$ cat src/hdl/byte_histogram_monte_carlo_pi_defines.svh
// Assertion macros for the byte histogram and pi point counter.
`ifndef BYTE_HISTOGRAM_MONTE_CARLO_PI_DEFINES_SVH
`define BYTE_HISTOGRAM_MONTE_CARLO_PI_DEFINES_SVH

// Same-cycle implication, checked outside reset.
`define BHMC_ASSERT_NOW(label, ante, cons, msg) \
  label: assert property (@(posedge clk) disable iff (rst) (ante) |-> (cons)) \
    else $error(msg);

// Next-cycle implication, checked outside reset.
`define BHMC_ASSERT_NEXT(label, ante, cons, msg) \
  label: assert property (@(posedge clk) disable iff (rst) (ante) |=> (cons)) \
    else $error(msg);

`endif

$ cat src/hdl/bhmc_pkg.sv
// Types and constants shared by the byte histogram and pi point counter.
`timescale 1ns / 1ps
package bhmc_pkg;

  typedef enum logic [1:0] {
    KIND_DATA  = 2'd0,
    KIND_READ  = 2'd1,
    KIND_CLEAR = 2'd2
  } kind_t;

  typedef enum logic [1:0] {
    ST_IDLE,
    ST_LOOKUP,
    ST_FINISH
  } state_t;

  localparam int POINT_WIDTH = 45;
  localparam logic [2:0] GROUP_LAST = 3'd7;
  localparam logic [63:0] RADIUS_SQ = 64'hFFFF_FFFE_0000_0001;
  localparam logic [31:0] OUT32_MAX = 32'hFFFF_FFFF;
  localparam logic [47:0] OUT48_MAX = 48'hFFFF_FFFF_FFFF;
  localparam logic [POINT_WIDTH-1:0] POINT_MAX = {POINT_WIDTH{1'b1}};

endpackage

$ cat src/hdl/bhmc_point.sv
// Quarter-circle test: registered squares, then exact sum compare.
`timescale 1ns / 1ps
module bhmc_point
  import bhmc_pkg::*;
(
  input  logic        clk,
  input  logic        load,
  input  logic [31:0] x,
  input  logic [31:0] y,
  output logic        in_circle
);

  logic [63:0] x_sq;
  logic [63:0] y_sq;
  logic [64:0] r_sq;

  always_ff @(posedge clk) begin
    if (load) begin
      x_sq <= x * x;
      y_sq <= y * y;
    end
  end

  assign r_sq      = {1'b0, x_sq} + {1'b0, y_sq};
  assign in_circle = (r_sq <= {1'b0, RADIUS_SQ});

endmodule

$ cat config.mk
export PLATFORM = sky130hd
export DESIGN_NAME = bhmc_point
export DESIGN_NICKNAME = d
export VERILOG_FILES = /design/src/hdl/byte_histogram_monte_carlo_pi_defines.svh /design/src/hdl/bhmc_pkg.sv /design/src/hdl/bhmc_point.sv
export SDC_FILE = /design/constraint.sdc
export NUM_CORES = 2
export LEC_CHECK = 0
export BUFFER_PORTS_ARGS = -buffer_cell sky130_fd_sc_hd__buf_2
export CORE_MARGIN = 2
export CORE_UTILIZATION = 57
export CTS_CLUSTER_SIZE = 30
export DETAILED_ROUTE_END_ITERATION = 10
export GPL_ROUTABILITY_DRIVEN = 0
export PLACE_DENSITY = 0.7
export SLEW_MARGIN = 20
export SYNTH_ARGS = -nofsm -noshare
export SYNTH_HDL_FRONTEND = slang
export SYNTH_SLANG_ARGS = --single-unit
$ cat constraint.sdc
create_clock -name clk -period 10.5 [get_ports clk]
set_input_delay 1.05 -clock clk [delete_from_list [all_inputs] [get_ports clk]]
set_output_delay 1.05 -clock clk [all_outputs]
set_load 0.05 [all_outputs]
==> reports/summary.log <==
[timing] relative slew slack 31.42%
[die] Core Region 117800 um2
[placement] total placed cells including tap cells 8605
[yosys] fraction of the yosys area taken by sequential cells 5.599%
[yosys] most instantiated cells after synthesis inv_1 (1950), fa_1 (1583), ha_1 (662)
[yosys] nets in the synthesized netlist 9557
[yosys] async set or reset register ratio after synthesis 0%
[yosys] top post-synthesis cells by area fa_1 (47%), ha_1 (12%), inv_1 (11%)
[timing] max-slew violation count 0
[setup_path] arrival time worst endpoint 9.40 ns
[cells_and_area] Total Nets Final 9399
[clock_tree] Setup Fix Bufs, Post-CTS 0
[die] initial standard-cell utilization of the core 57.38%
[placement] Detailed Place HPWL 141400 um
[timing] worst slew pin tran 1.003 ns
[setup_path] kind of end point of the critical path flop
[clock_tree] TritonCTS clock tree built
[grt] global-route wire length before repair 279300 um
[yosys] dominant cell by count in the synthesized netlist inv_1
[yosys] Yosys top cell by area fa_1
[timing] post-layout minimum cycle time 9.208 ns
[detailed_routing] Pre-antenna DRT Iters 9
[detailed_routing] initial DRC count 3873
[yosys] number of enable flip-flop cells after synthesis 126
[yosys] total standard cell area after synthesis 67570 um2
[cells_and_area] Layout area overhead 3.100%
[grt] grt met3 use 4.066%
[placement] number of port buffers 66
[setup_path] highest fanout seen on the critical path 29
[clock_tree] clk buf depth 2
[cells_and_area] fraction of final layout cells with drive strength greater than 1 2.915%
[clock_tree] Clk pin slew, worst setup/hold paths 0.06 ns
[worst_hold_path] worst hold path type in2reg
[setup_path] Most common cell on crit path fa_1
[die] standard-cell rows 126
[timing] RSZ-0062 raised after global routing no
[detailed_routing] number of nets with antenna violations after detailed routing 0
[detailed_routing] via density per instance 5.628
[timing] Final TNS setup 0 ns
[setup_path] worst-path cell with the longest stage delay buf_2
[grt] global routing's busiest layer met2
[clock_tree] buffer cell driving the clock tree root clkbuf_16
[cells_and_area] final core occ 59.16%
[die] die width 348.3 um
[yosys] Cells after Synth 7246
[setup_path] critical path startpoint y[6]
[timing] Final setup violation count 0
[die] Die Outline Area 121300 um2
[clock_tree] number of gates resized after CTS 0
[timing] Fmax 108.6 MHz
[grt] antenna violations before repair 2
[detailed_routing] Total Wirelength 169700 um
[setup_path] Crit Path Category in2reg
[yosys] share of the synthesized area in the top cell type 46.90%
[flow_run] # Max-Cap Violations 0
[timing] portion of the clock cycle consumed by the worst path in the final layout 87.69%
[die] num ports 67
[clock_tree] level count of the clock H-tree 4
[clock_tree] TritonCTS Buffers 17
[clock_tree] CTS Hold Buffers Added 0
[outcome] outcome finished clean
[detailed_routing] total vias in the final route 48610
[cells_and_area] total inserted antenna cells 0
[yosys] number of warning messages in the yosys log 0
[setup_path] Critical Path Sink y_sq[62]
[setup_path] Critical Path Start Type input port
[yosys] per-instance average area after synthesis 9.326 um2
[grt] vias in the first global route 53170
[grt] met1 track demand over resource 38.67%
[yosys] post-synthesis sequential element count 126
[grt] pin count of the biggest net entering global routing 77
[detailed_routing] remaining routing DRC violations 0
[die] Die Span Y 348.3 um
[clock_tree] number of sinks on the clock net 126
[worst_hold_path] worst hold path cell count 1
[setup_path] CP required 10.69 ns
[detailed_routing] routed length per instance 19.64 um
[yosys] number of different library cells in the post-synthesis netlist 88
[grt] met2 track demand over resource in global routing 50.43%
[timing] final hold violation count 0
[setup_path] Largest stage delay, worst path 0.59 ns
[cells_and_area] Final Non-Filler Cells 8637
[yosys] Main synth FF type edfxtp_1
[grt] Overflow after GRT 0
[grt] GRT Overall Usage 29.29%
final cells by class:
cell class	instances	area (um2)
repair buffers	104	618.1
clock buffers	18	429.2
clock inverters	14	191.4
well taps	1536	1922
fillers	10020	48100
inverters	1950	7320
flip-flops and latches	126	3784
multi-input cells	4889	55410
sequential cells by signal, summed over array words and instances, names as in the netlist:
signal	flops
x_sq	63
y_sq	63
critical path: cells and delay by family:
kind                       cells  cell delay, ns
adders and majority gates      9            4.29
AOI/OAI and AO/OA              8            2.36
xor gates and xnor gates       1            0.16
and+or+nand+nor                3            0.49
buffers and inverters          4            1.01
through the flow:
step	area, um2	setup slack (ns)	hold WS (ns)
after global placement	69050	1.107	1.552
after CTS	69670	1.438	1.101
final	69670	1.292	1.108
after detailed placement	69050	0.9991	1.556
after global routing	69670	0.9422	1.099
after floorplan	67570	1.967	1.149
kinds of logic after synthesis:
kind of cell	count (synthesis)	synth area share, %
adders and majority gates	2245	59.15
buffers and inverters	2231	12.41
and+or+nand+nor	1656	12.15
AOI/OAI and AO/OA	755	7.625
xor gates and xnor gates	217	2.813
DFF	126	5.599
muxes	16	0.2481
layer usage:
metal,part of all wire [%],vias up
met5,0,-
met4,3.5,0
met3,6.8,421
met2,50,1871
met1,40,24680
li1,-,21630
cells in the final DEF (no fill, tap or decap), types with 71 or more instances in the layout:
master	instances
a21o_1	112
a21oi_1	214
and2_1	477
edfxtp_1	126
fa_1	1583
ha_1	662
inv_1	1950
nand2_1	639
nand4_1	71
nor2_1	200
o21ai_0	104
xnor2_1	128
xor2_1	89
how the worst min path moves through the flow:
| stage | from | end |
|---|---|---|
| 3_3_place_gp | x[0] | x_sq[0] |
| 3_5_place_dp | x[0] | x_sq[0] |
| 5_1_grt | x[0] | x_sq[0] |
| 2_1_floorplan | x[0] | x_sq[0] |
| 6_report | x[0] | x_sq[0] |
| 4_1_cts | x[0] | x_sq[0] |
Power is not shown: default switching activity piles up to over one toggle a cycle in this logic, so the estimate is an artifact.
